$ cat src/sv/tkfv_pkg.sv
// Package for the top-k frequent values block: sizes, payload types and
// the frequency saturation helper. No dependencies.
package tkfv_pkg;

   localparam int MAX_DISTINCT = 64;
   localparam int COUNT_BITS   = 16;
   localparam int IDX_W        = $clog2(MAX_DISTINCT);
   localparam int USED_W       = $clog2(MAX_DISTINCT + 1);
   localparam int TOPC_W       = 7;
   localparam int QUEUE_DEPTH  = 2;
   localparam int QPTR_W       = $clog2(QUEUE_DEPTH);
   localparam int QCNT_W       = $clog2(QUEUE_DEPTH + 1);
   localparam logic [COUNT_BITS-1:0] COUNT_MAX = {COUNT_BITS{1'b1}};

   typedef struct packed {
      logic signed [31:0] value;
      logic               last_in;
   } req_type;

   typedef struct packed {
      logic signed [31:0] key;
      logic [15:0]        frequency;
      logic               last_out;
      logic               overflow;
   } rsp_type;

   // Clamp an internal count to the 16-bit result field.
   function automatic logic [15:0] to_freq(input logic [COUNT_BITS-1:0] c);
      logic [63:0] wide;
      wide = 64'(c);
      if (wide > 64'h0000_0000_0000_FFFF) begin
         return 16'hFFFF;
      end
      return wide[15:0];
   endfunction

endpackage

$ cat src/sv/tkfv_front.sv
// Front end of the top-k frequent values block: takes input transfers and
// holds them in a short queue for the back end. Depends on tkfv_pkg.
module tkfv_front import tkfv_pkg::*; (
   input  logic    clock,
   input  logic    reset,
   input  logic    start,
   output logic    busy,
   input  req_type req_data,
   output logic    item_valid,
   output req_type item_data,
   input  logic    item_pop
);

   req_type             queue_ff [QUEUE_DEPTH];
   logic [QPTR_W-1:0]   wr_ptr_ff, wr_ptr_in;
   logic [QPTR_W-1:0]   rd_ptr_ff, rd_ptr_in;
   logic [QCNT_W-1:0]   fill_ff, fill_in;
   logic                push;
   logic                pop;

   assign busy       = (fill_ff == QCNT_W'(QUEUE_DEPTH));
   assign push       = start && !busy;
   assign item_valid = (fill_ff != '0);
   assign pop        = item_pop && item_valid;
   assign item_data  = queue_ff[rd_ptr_ff];

   always_comb begin
      wr_ptr_in = wr_ptr_ff;
      rd_ptr_in = rd_ptr_ff;
      fill_in   = fill_ff;
      if (push) begin
         wr_ptr_in = (wr_ptr_ff == QPTR_W'(QUEUE_DEPTH - 1)) ? '0 : wr_ptr_ff + 1'b1;
      end
      if (pop) begin
         rd_ptr_in = (rd_ptr_ff == QPTR_W'(QUEUE_DEPTH - 1)) ? '0 : rd_ptr_ff + 1'b1;
      end
      if (push && !pop) begin
         fill_in = fill_ff + 1'b1;
      end else if (pop && !push) begin
         fill_in = fill_ff - 1'b1;
      end
   end

   always_ff @(posedge clock) begin
      if (reset) begin
         wr_ptr_ff <= '0;
         rd_ptr_ff <= '0;
         fill_ff   <= '0;
      end else begin
         wr_ptr_ff <= wr_ptr_in;
         rd_ptr_ff <= rd_ptr_in;
         fill_ff   <= fill_in;
      end
      if (push) begin
         queue_ff[wr_ptr_ff] <= req_data;
      end
   end

endmodule

$ cat config.mk
export PLATFORM = sky130hd
export DESIGN_NAME = tkfv_front
export DESIGN_NICKNAME = d
export VERILOG_FILES = /design/src/sv/tkfv_pkg.sv /design/src/sv/tkfv_front.sv
export SDC_FILE = /design/constraint.sdc
export NUM_CORES = 1
export LEC_CHECK = 0
export BUFFER_PORTS_ARGS = -buffer_cell sky130_fd_sc_hd__buf_2
export CAP_MARGIN = 20
export CORE_AREA = 2 2 92 59
export CTS_CLUSTER_DIAMETER = 80
export CTS_CLUSTER_SIZE = 40
export DETAILED_ROUTE_END_ITERATION = 16
export DIE_AREA = 0 0 94 61
export PLACE_DENSITY_LB_ADDON = 0.25
export SYNTH_ARGS = -nofsm -noshare
export SYNTH_HDL_FRONTEND = slang
export SYNTH_SLANG_ARGS = --single-unit
$ cat constraint.sdc
create_clock -name clock -period 5.9 [get_ports clock]
set_clock_uncertainty 0.15 [all_clocks]
set_input_delay 0 -clock clock [delete_from_list [all_inputs] [get_ports clock]]
set_output_delay 0 -clock clock [all_outputs]
set_load 0.005 [all_outputs]
==> results of run 1 <==
==> metal layers <==
metal / up-vias / wire length [µm]
li1: 723 / -
met1: 692 / 1980
met2: 58 / 2420
met3: 17 / 298
met4: 0 / 148
met5: - / 0
==> cell families after synthesis <==
group,after synthesis,synth area share [%]
flip-flops,71,80.3
AO/OA/AOI/OAI,5,0.965
XOR/XNOR,3,1.01
AND/OR/NAND/NOR,9,1.88
adder cells (fa/ha/maj),1,0.482
multiplexers,33,14.3
buffers and inverters,6,1.06
==> cell usage in the layout (no fill, tap or decap) <==
master | netlist | routed
o21ai_0 | 3 | 3
dfxtp_1 | 5 | 5
nor2b_2 | 1 | 1
nor2_1 | 4 | 4
edfxtp_1 | 66 | 66
clkbuf_8 | 0 | 9
a21oi_1 | 2 | 2
buf_2 | 4 | 71
bufinv_16 | 0 | 1
inv_1 | 2 | 2
clkinv_1 | 0 | 1
xor2_1 | 3 | 3
clkinvlp_4 | 0 | 2
and2_1 | 1 | 1
ha_1 | 1 | 1
mux2_2 | 33 | 33
or3_1 | 2 | 2
buf_4 | 0 | 3
clkinv_2 | 0 | 3
or2_2 | 1 | 1
dlygate4sd3_1 | 0 | 35
==> power by group through the flow <==
stage / Sequential, mW / Combinational, mW / Clock, mW
floorplan: 0.661 / 0.198 / 0
global placement: 0.661 / 0.314 / 0
detailed placement: 0.666 / 0.326 / 0
CTS: 0.656 / 0.347 / 0.365
finish: 0.656 / 0.345 / 0.355
global route: 0.662 / 0.375 / 0.380
==> repair_timing <==
item,4_1_cts,5_1_grt
endpoints found under the hold margin,71,0
hold buffers,35,0
gates resized for setup,0,0
==> worst min-delay path, stage by stage <==
cell	delay (ns)
buf_2	0.10
o21ai_0	0.14
xor2_1	0.12
nor2_1	0.11
==> sequential cells by signal, summed over array words and instances (netlist names), named ones only <==
name,flops
queue_ff,66
fill_ff,2
rd_ptr_ff,1
wr_ptr_ff,1
==> path summary, 6_finish.rpt <==
path,endpoint,slack [ns],cells past startpoint
max,queue_ff[0][15],4.04,4
min,rd_ptr_ff,0.04,4
min reg2reg,fill_ff[1],0.41,2
max reg2reg,queue_ff[0][15],4.04,4
==> per-stage QoR <==
stage	instances	cell area (µm²)	hold slack, ns	utilization, %
finish	315	3570	0.0383	73.2
global route	315	3570	0.0831	73.2
CTS	315	3570	0.0113	73.2
detailed placement	264	3030	0.0418	62.2
global placement	264	3030	0.0367	62.2
floorplan	128	2590	-0.0809	-
==> final cells by class <==
cell class              count  area [µm²]  area share [%]
clock buffers               9         124            3.47
clock inverters             7        63.8            1.79
inverters                   2        7.51           0.210
multi-input cells          51         484            13.6
flip-flops and latches     71        2080            58.3
well taps                  66        82.6            2.31
repair buffers            109         728            20.4
==> flow_summary.yaml, run 1 <==
run_status:
  outcome: "finished clean"
route:
  wirelength_um: 4840
  ant_nets: 0
  dr.pass1.iters: 4
  vias: 1490
  drc: 0
  drtIter0Drc: 75
  vias_per_cell: 4.73
  drt-wirelength-per-cell_um: 15.4
timing:
  worst_pin_slew_ns: 0.453
  rsz0062_at_grt: "false"
  setup_viol: 0
  final_hold_viol_count: 0
  setup_slack_ns: 4.04
  fmax_ghz: 0.537
  finalSetupTns_ns: 0
  slew_headroom_pct: 69.8
  post-route-min-period_ns: 1.86
  period_share_pct: 31.6
  maxSlewViolCount: 0
cts:
  h-tree-depth: 3
  clock-root-buffer: "clkbuf_8"
  cts_buffer_depth: 2
  tritoncts: "built"
  postCtsSetupRepairBufs: 0
  clock_sinks: 71
  clkTransAtPathRegs_ns: 0.07
  clk_latency_ns: 0.33
  cts-buffers-inserted: 9
synthesis:
  synth-seq-cells: 71
  yosysMostFrequentCell: "edfxtp_1"
  synth_seq_area_share_pct: 80.3
  synth_top_flop_cell: "edfxtp_1"
  async_flop_share_pct: 0
  yosys.area.top_type_share_pct: 76.4
  yosys.cell_types.count: 14
  synth_nets: 166
  synth_area_per_cell_um2: 20.3
  synth_commonest_cells: "edfxtp_1 (66), mux2_2 (33), dfxtp_1 (5)"
  synth_top_area_cell: "edfxtp_1"
  yosysWarnings: 0
  synth_edf_count: 66
  synth.area.top_cells: "edfxtp_1 (76%), mux2_2 (14%), dfxtp_1 (3.9%)"
  synthCells: 128
  synthesis.area_um2: 2590
placed_design:
  gp_congestion: 0.724
  dpl.hpwl_um: 2860
  io_buffer_count: 71
  pre_cts_ws_ns: 4.09
final_layout:
  final_nets: 282
  area_growth_pct: 37.7
  antenna_cells: 0
  fill_cells: 296
  drive_above_1_share_pct: 49.8
grt:
  met3_usage_pct: 6.46
  grt_max_degree: 34
  grt.total_usage_pct: 17.7
  use_met2_pct: 30.4
  grt_pass1_vias: 1509
  busiest_layer: "met2"
  overflow: 0
  grt_pass1_wl_um: 7150
  met1_usage_pct: 19.1
  antenna_found_initial: 0
pwr:
  clockPowerShare_pct: 26.2
  p_per_area_nw_per_um2: 380
  p_comb_share_pct: 25.4
  p_sw_mw: 0.352
  internal-power_mw: 1.00
  p_seq_share_pct: 48.4
  power.total_mw: 1.36
  total_leakage_power_nw: 1.38
  p_sw_share_pct: 25.9
  peakVddDrop_mv: 0.233
die:
  die_area_um2: 5730
  pin_count: 72
  core_area_um2: 4880
  die_y_um: 61
  initial_utilization_pct: 53.2
  die_x_um: 94
  rows: 20
setup_path:
  cp.arrival_ns: 1.69
  critPathTopFamily: "buffers and inverters"
  cp_num_buf_inv: 2
  cpPeakStageDelay_ns: 0.43
  crit_type: "register to register"
  crit_chain: "nor2b_2 > or3_1 > inv_1 > buf_4"
  cp_max_fo: 33
  required_ns: 5.73
  critPathLaunchType: "register"
  critPathLaunch: "fill_ff[0]"
  cp-end-kind: "register"
  cp_slowest_cell: "dfxtp_1"
  r2r_start: "fill_ff[0]"
hold_path:
  holdCritPathClass: "input pin to register"
  worstHoldStart: "item_pop"
job:
  maxCapViolations: 0
(Power assumes the default switching activity.)
==> run 2: changes to the inputs <==
- CORE_AREA: 2 2 92 59 -> 2 2 100 64
- DIE_AREA: 0 0 94 61 -> 0 0 102 66
- clock period: 5.9 -> 1.6 ns (I/O delays scaled with it)
==> flow_summary.yaml, run 2 (same netlist as run 1, synthesis figures left out) <==
pwr:
  clockPowerShare_pct: 26.8
  power.total_mw: 5.46
  peakVddDrop_mv: 0.891
  p_seq_share_pct: 44.9
  total_leakage_power_nw: 1.44
  internal-power_mw: 4.08
  p_comb_share_pct: 28.3
  p_per_area_nw_per_um2: 1450
  p_sw_share_pct: 25.3
  p_sw_mw: 1.38
setup_path:
  critPathTopFamily: "simple AND/OR/NAND/NOR gates"
  cpPeakStageDelay_ns: 0.37
  cp_slowest_cell: "dfxtp_4"
  crit_chain: "nor2b_4 > nor2_2 > ha_2 > xor2_1 > or3_4 > a21oi_4"
  cp.arrival_ns: 1.75
  crit_type: "register to register"
  cp-end-kind: "register"
  critPathLaunchType: "register"
  required_ns: 1.71
  cp_num_buf_inv: 0
  cp_max_fo: 5
grt:
  antenna_found_initial: 0
  grt_pass1_wl_um: 7670
  grt_pass1_vias: 1636
  overflow: 0
  grt_max_degree: 22
  grt.total_usage_pct: 15.8
final_layout:
  antenna_cells: 0
  largest_reg_flops: 66
  largest_register: "queue_ff"
  area_growth_pct: 45.6
  mostFrequentLayoutCell: "buf_2"
  drive_above_1_share_pct: 54.3
  reg_top3: "queue_ff: 66 flops, fill_ff: 2 flops"
  final_cell_mix: "buf_2 (71), edfxtp_1 (66), dlygate4sd3_1 (35)"
  final_nets: 289
hold_path:
  holdCritPathClass: "input pin to register"
timing:
  rsz0062_at_grt: "true"
  final_hold_viol_count: 2
  period_share_pct: 102
  fin_hold_ws_ns: -0.0251
  fmax_ghz: 0.610
  finalSetupTns_ns: -0.0391
  maxSlewViolCount: 0
  setup_viol: 1
  slew_headroom_pct: 81.6
  setup_slack_ns: -0.0391
  post-route-min-period_ns: 1.64
  worst_pin_slew_ns: 0.274
placed_design:
  pre_cts_ws_ns: -0.0893
  dpl.hpwl_um: 3260
  gp_congestion: 0.686
  io_buffer_count: 71
cts:
  cts-buffers-inserted: 9
  clock-root-buffer: "clkbuf_8"
  cts_buffer_depth: 2
  clk_latency_ns: 0.32
  clkTransAtPathRegs_ns: 0.07
  h-tree-depth: 3
  clock_sinks: 71
  tritoncts: "built"
die:
  core_area_um2: 5840
  die_y_um: 66
  die_area_um2: 6730
  rows: 22
  pin_count: 72
  die_x_um: 102
  initial_utilization_pct: 44.4
route:
  vias: 1538
  ant_nets: 0
  drc: 0
  dr.pass1.iters: 4
  drt-wirelength-per-cell_um: 15.2
  wirelength_um: 5180
  vias_per_cell: 4.52
  drtIter0Drc: 50
run_status:
  outcome: "finished, violations left"
  failed_checks: "hold timing, setup timing"
job:
  maxCapViolations: 0
## run 2: final timing paths
path / startpoint / endpoint / slack (ns) / cells after the start
worst min register to register: rd_ptr_ff / register / 0.36 / 2
worst max-delay path: fill_ff[1] / fill_ff[1] / -0.04 / 6
worst max register to register: fill_ff[1] / fill_ff[1] / -0.04 / 6
worst min-delay path: item_pop / register / -0.03 / 5
## run 2: per-stage QoR
step / hold slack [ns] / cell area [µm²] / util, % / cells
after floorplan: -0.0883 / 2610 / - / 128
final: -0.0251 / 3780 / 64.7 / 340
after detailed placement: 0.0407 / 3150 / 54.1 / 286
after CTS: 0.0358 / 3740 / 64.1 / 339
after global routing: 0.00972 / 3780 / 64.7 / 340
after global placement: 0.0370 / 3150 / 54.1 / 286
## run 2: repair_timing
action	CTS	global route
pin swaps	2	0
endpoints found under the setup margin	22	29
buffers inserted	2	0
hold buffers	35	0
hold endpoints to repair	71	0
cloned	0	1
resized for setup	6	9
## run 2: final cells by class
| cell class | instances | area, µm² |
|---|---|---|
| Sequential cell | 71 | 2090 |
| Fill cell | 409 | 2060 |
| Timing Repair Buffer | 116 | 847 |
| Multi-Input combinational cell | 51 | 520 |
| Clock buffer | 11 | 131 |
| Tap cell | 84 | 105 |
| Clock inverter | 5 | 72.6 |
| Inverter | 2 | 11.3 |
## run 2: worst reg2reg max path, stage by stage, from the launching register on
cell and delay, ns:
dfxtp_4 0.37, nor2b_4 0.18, nor2_2 0.06, ha_2 0.18
xor2_1 0.16, or3_4 0.35, a21oi_4 0.12
## run 2: layer usage
metal	track usage (%)	vias up	part of all wire, %
met3	6.66	3	5.5
met4	3.67	0	0.50
met2	28.0	51	51
met1	17.9	744	43
li1	-	740	-
met5	0	-	0
## run 2: power by group through the flow
stage	Combinational (mW)	Clock [mW]	Sequential, mW
final	1.54	1.46	2.45
after global routing	1.66	1.58	2.48
after CTS	1.49	1.49	2.43
after detailed placement	1.34	0	2.47
after global placement	1.29	0	2.45
after floorplan	0.753	0	2.44
==> run 3: changes to the inputs <==
- PLACE_DENSITY: unset -> 0.79
- PLACE_DENSITY_LB_ADDON: 0.25 -> unset
- SETUP_SLACK_MARGIN: unset -> 0.5
==> flow_summary.yaml, run 3 (same netlist as run 1, synthesis figures left out) <==
die:
  pin_count: 72
  initial_utilization_pct: 44.4
  die_y_um: 66
  core_area_um2: 5840
  rows: 22
  die_area_um2: 6730
  die_x_um: 102
placed_design:
  placed_area_um2: 3150
  io_buffer_count: 71
  pre_cts_ws_ns: -0.0573
  dpl.hpwl_um: 3150
  post-place-cells: 287
  gp_congestion: 0.732
pwr:
  p_seq_share_pct: 37.5
  peakVddDrop_mv: 0.996
  internal-power_mw: 4.91
  power.total_mw: 6.65
  p_per_area_nw_per_um2: 1490
  p_comb_share_pct: 38.7
  total_leakage_power_nw: 1.79
  p_sw_mw: 1.74
  p_sw_share_pct: 26.1
  clockPowerShare_pct: 23.9
final_layout:
  final_cell_mix: "edfxtp_1 (66), buf_6 (44), buf_2 (37)"
  antenna_cells: 0
  fin_util_pct: 76.2
  drive_above_1_share_pct: 57.6
  fill_cells: 344
  multiInputGateArea_um2: 647
  stdcell_count: 360
  final_nets: 309
  design_area_um2: 4450
  mostFrequentLayoutCell: "edfxtp_1"
  regArea_um2: 2090
  largest_register: "queue_ff"
  largest_reg_flops: 66
  reg_top3: "queue_ff: 66 flops, fill_ff: 2 flops"
  area_growth_pct: 71.5
timing:
  finalSetupTns_ns: -0.175
  rsz0062_at_grt: "true"
  worst_pin_slew_ns: 0.329
  period_share_pct: 106
  setup_slack_ns: -0.0920
  slew_headroom_pct: 77.9
  post-route-min-period_ns: 1.69
  final_hold_viol_count: 0
  setup_viol: 15
  maxSlewViolCount: 0
  fin_hold_ws_ns: 0.143
  fmax_ghz: 0.591
setup_path:
  critPathLaunch: "fill_ff[0]"
  cp_max_fo: 3
  cp_num_buf_inv: 1
  r2r_start: "fill_ff[0]"
  critPathTopFamily: "compound AO/OA/AOI/OAI gates"
  path_depth: 5
  cp.arrival_ns: 1.76
  critPathLaunchType: "register"
  cp_slowest_cell: "dfxtp_4"
  cp-end-kind: "register"
  crit_chain: "o21ai_1 > ha_4 > buf_4 > o21ai_0 > a21oi_1"
  crit_type: "register to register"
  r2r_cells: 5
  cpPeakStageDelay_ns: 0.36
  required_ns: 1.67
cts:
  clock-root-buffer: "clkbuf_8"
  cts_buffer_depth: 2
  clkTransAtPathRegs_ns: 0.07
  clock_sinks: 71
  cts-buffers-inserted: 9
  h-tree-depth: 3
  clk_latency_ns: 0.34
  tritoncts: "built"
grt:
  grt_max_degree: 22
  overflow: 0
  met1_usage_pct: 21.0
  use_met2_pct: 31.3
  antenna_found_initial: 0
  grt.total_usage_pct: 18.2
  busiest_layer: "met2"
  met3_usage_pct: 6.45
  grt_pass1_vias: 1835
  grt_pass1_wl_um: 8740
route:
  drtIter0Drc: 114
  drt-wirelength-per-cell_um: 19.1
  vias: 1755
  vias_per_cell: 4.88
  ant_nets: 0
  drc: 0
  dr.pass1.iters: 4
  wirelength_um: 6880
hold_path:
  worstHoldStart: "start"
  holdCritPathClass: "input pin to register"
  holdPathStages: 6
run_status:
  failed_checks: "setup timing"
  outcome: "finished, violations left"
job:
  maxCapViolations: 0
-- run 3: cell types whose count changed in the layout (fill, tap and decap cells not counted), moves of 2 or more --
cell / previous run / this run
buf_6: 1 / 44
buf_2: 71 / 37
mux2_2: 33 / 0
mux2_4: 0 / 33
buf_8: 0 / 4
clkbuf_16: 0 / 4
buf_4: 3 / 6
buf_16: 0 / 2
-- run 3: cell type report --
cell class                 instances  share of cell area (%)
clock inverter                     5                    1.83
inverter                           2                   0.253
clock buffer                      11                    3.18
timing repair buffer             136                    30.8
tap                               84                    2.36
sequential                        71                    47.0
multi-input combinational         51                    14.5
-- run 3: metal layers --
metal  part of all wire (%)  vias up
met4                    2.4        0
met5                      0        -
li1                       -      783
met2                     50       86
met3                    6.4       18
met1                     41      868
-- run 3: final timing paths --
path	end	slack [ns]
worst min register to register	rd_ptr_ff	0.40
worst max-delay path	fill_ff[1]	-0.09
worst min-delay path	fill_ff[1]	0.14
worst max register to register	fill_ff[1]	-0.09
-- run 3: what timing repair did --
action                                  CTS  global route
endpoints found under the setup margin  106           106
hold buffers                             35             0
setup buffers                            11             3
pin swaps                                 4             2
cloned                                    3             5
resized for setup                        47            50
endpoints found under the hold margin    71             0
-- run 3: power by group through the flow --
| stage | sequential [mW] | combinational, mW | clock, mW |
|---|---|---|---|
| floorplan | 2.44 | 0.771 | 0 |
| global placement | 2.45 | 1.31 | 0 |
| detailed placement | 2.47 | 1.33 | 0 |
| CTS | 2.45 | 1.90 | 1.56 |
| global route | 2.51 | 2.71 | 1.70 |
| finish | 2.49 | 2.57 | 1.59 |
-- run 3: worst register-to-register path: stages (launching register included) --
cell	delay (ns)
dfxtp_4	0.36
o21ai_1	0.29
ha_4	0.26
buf_4	0.14
o21ai_0	0.25
a21oi_1	0.12
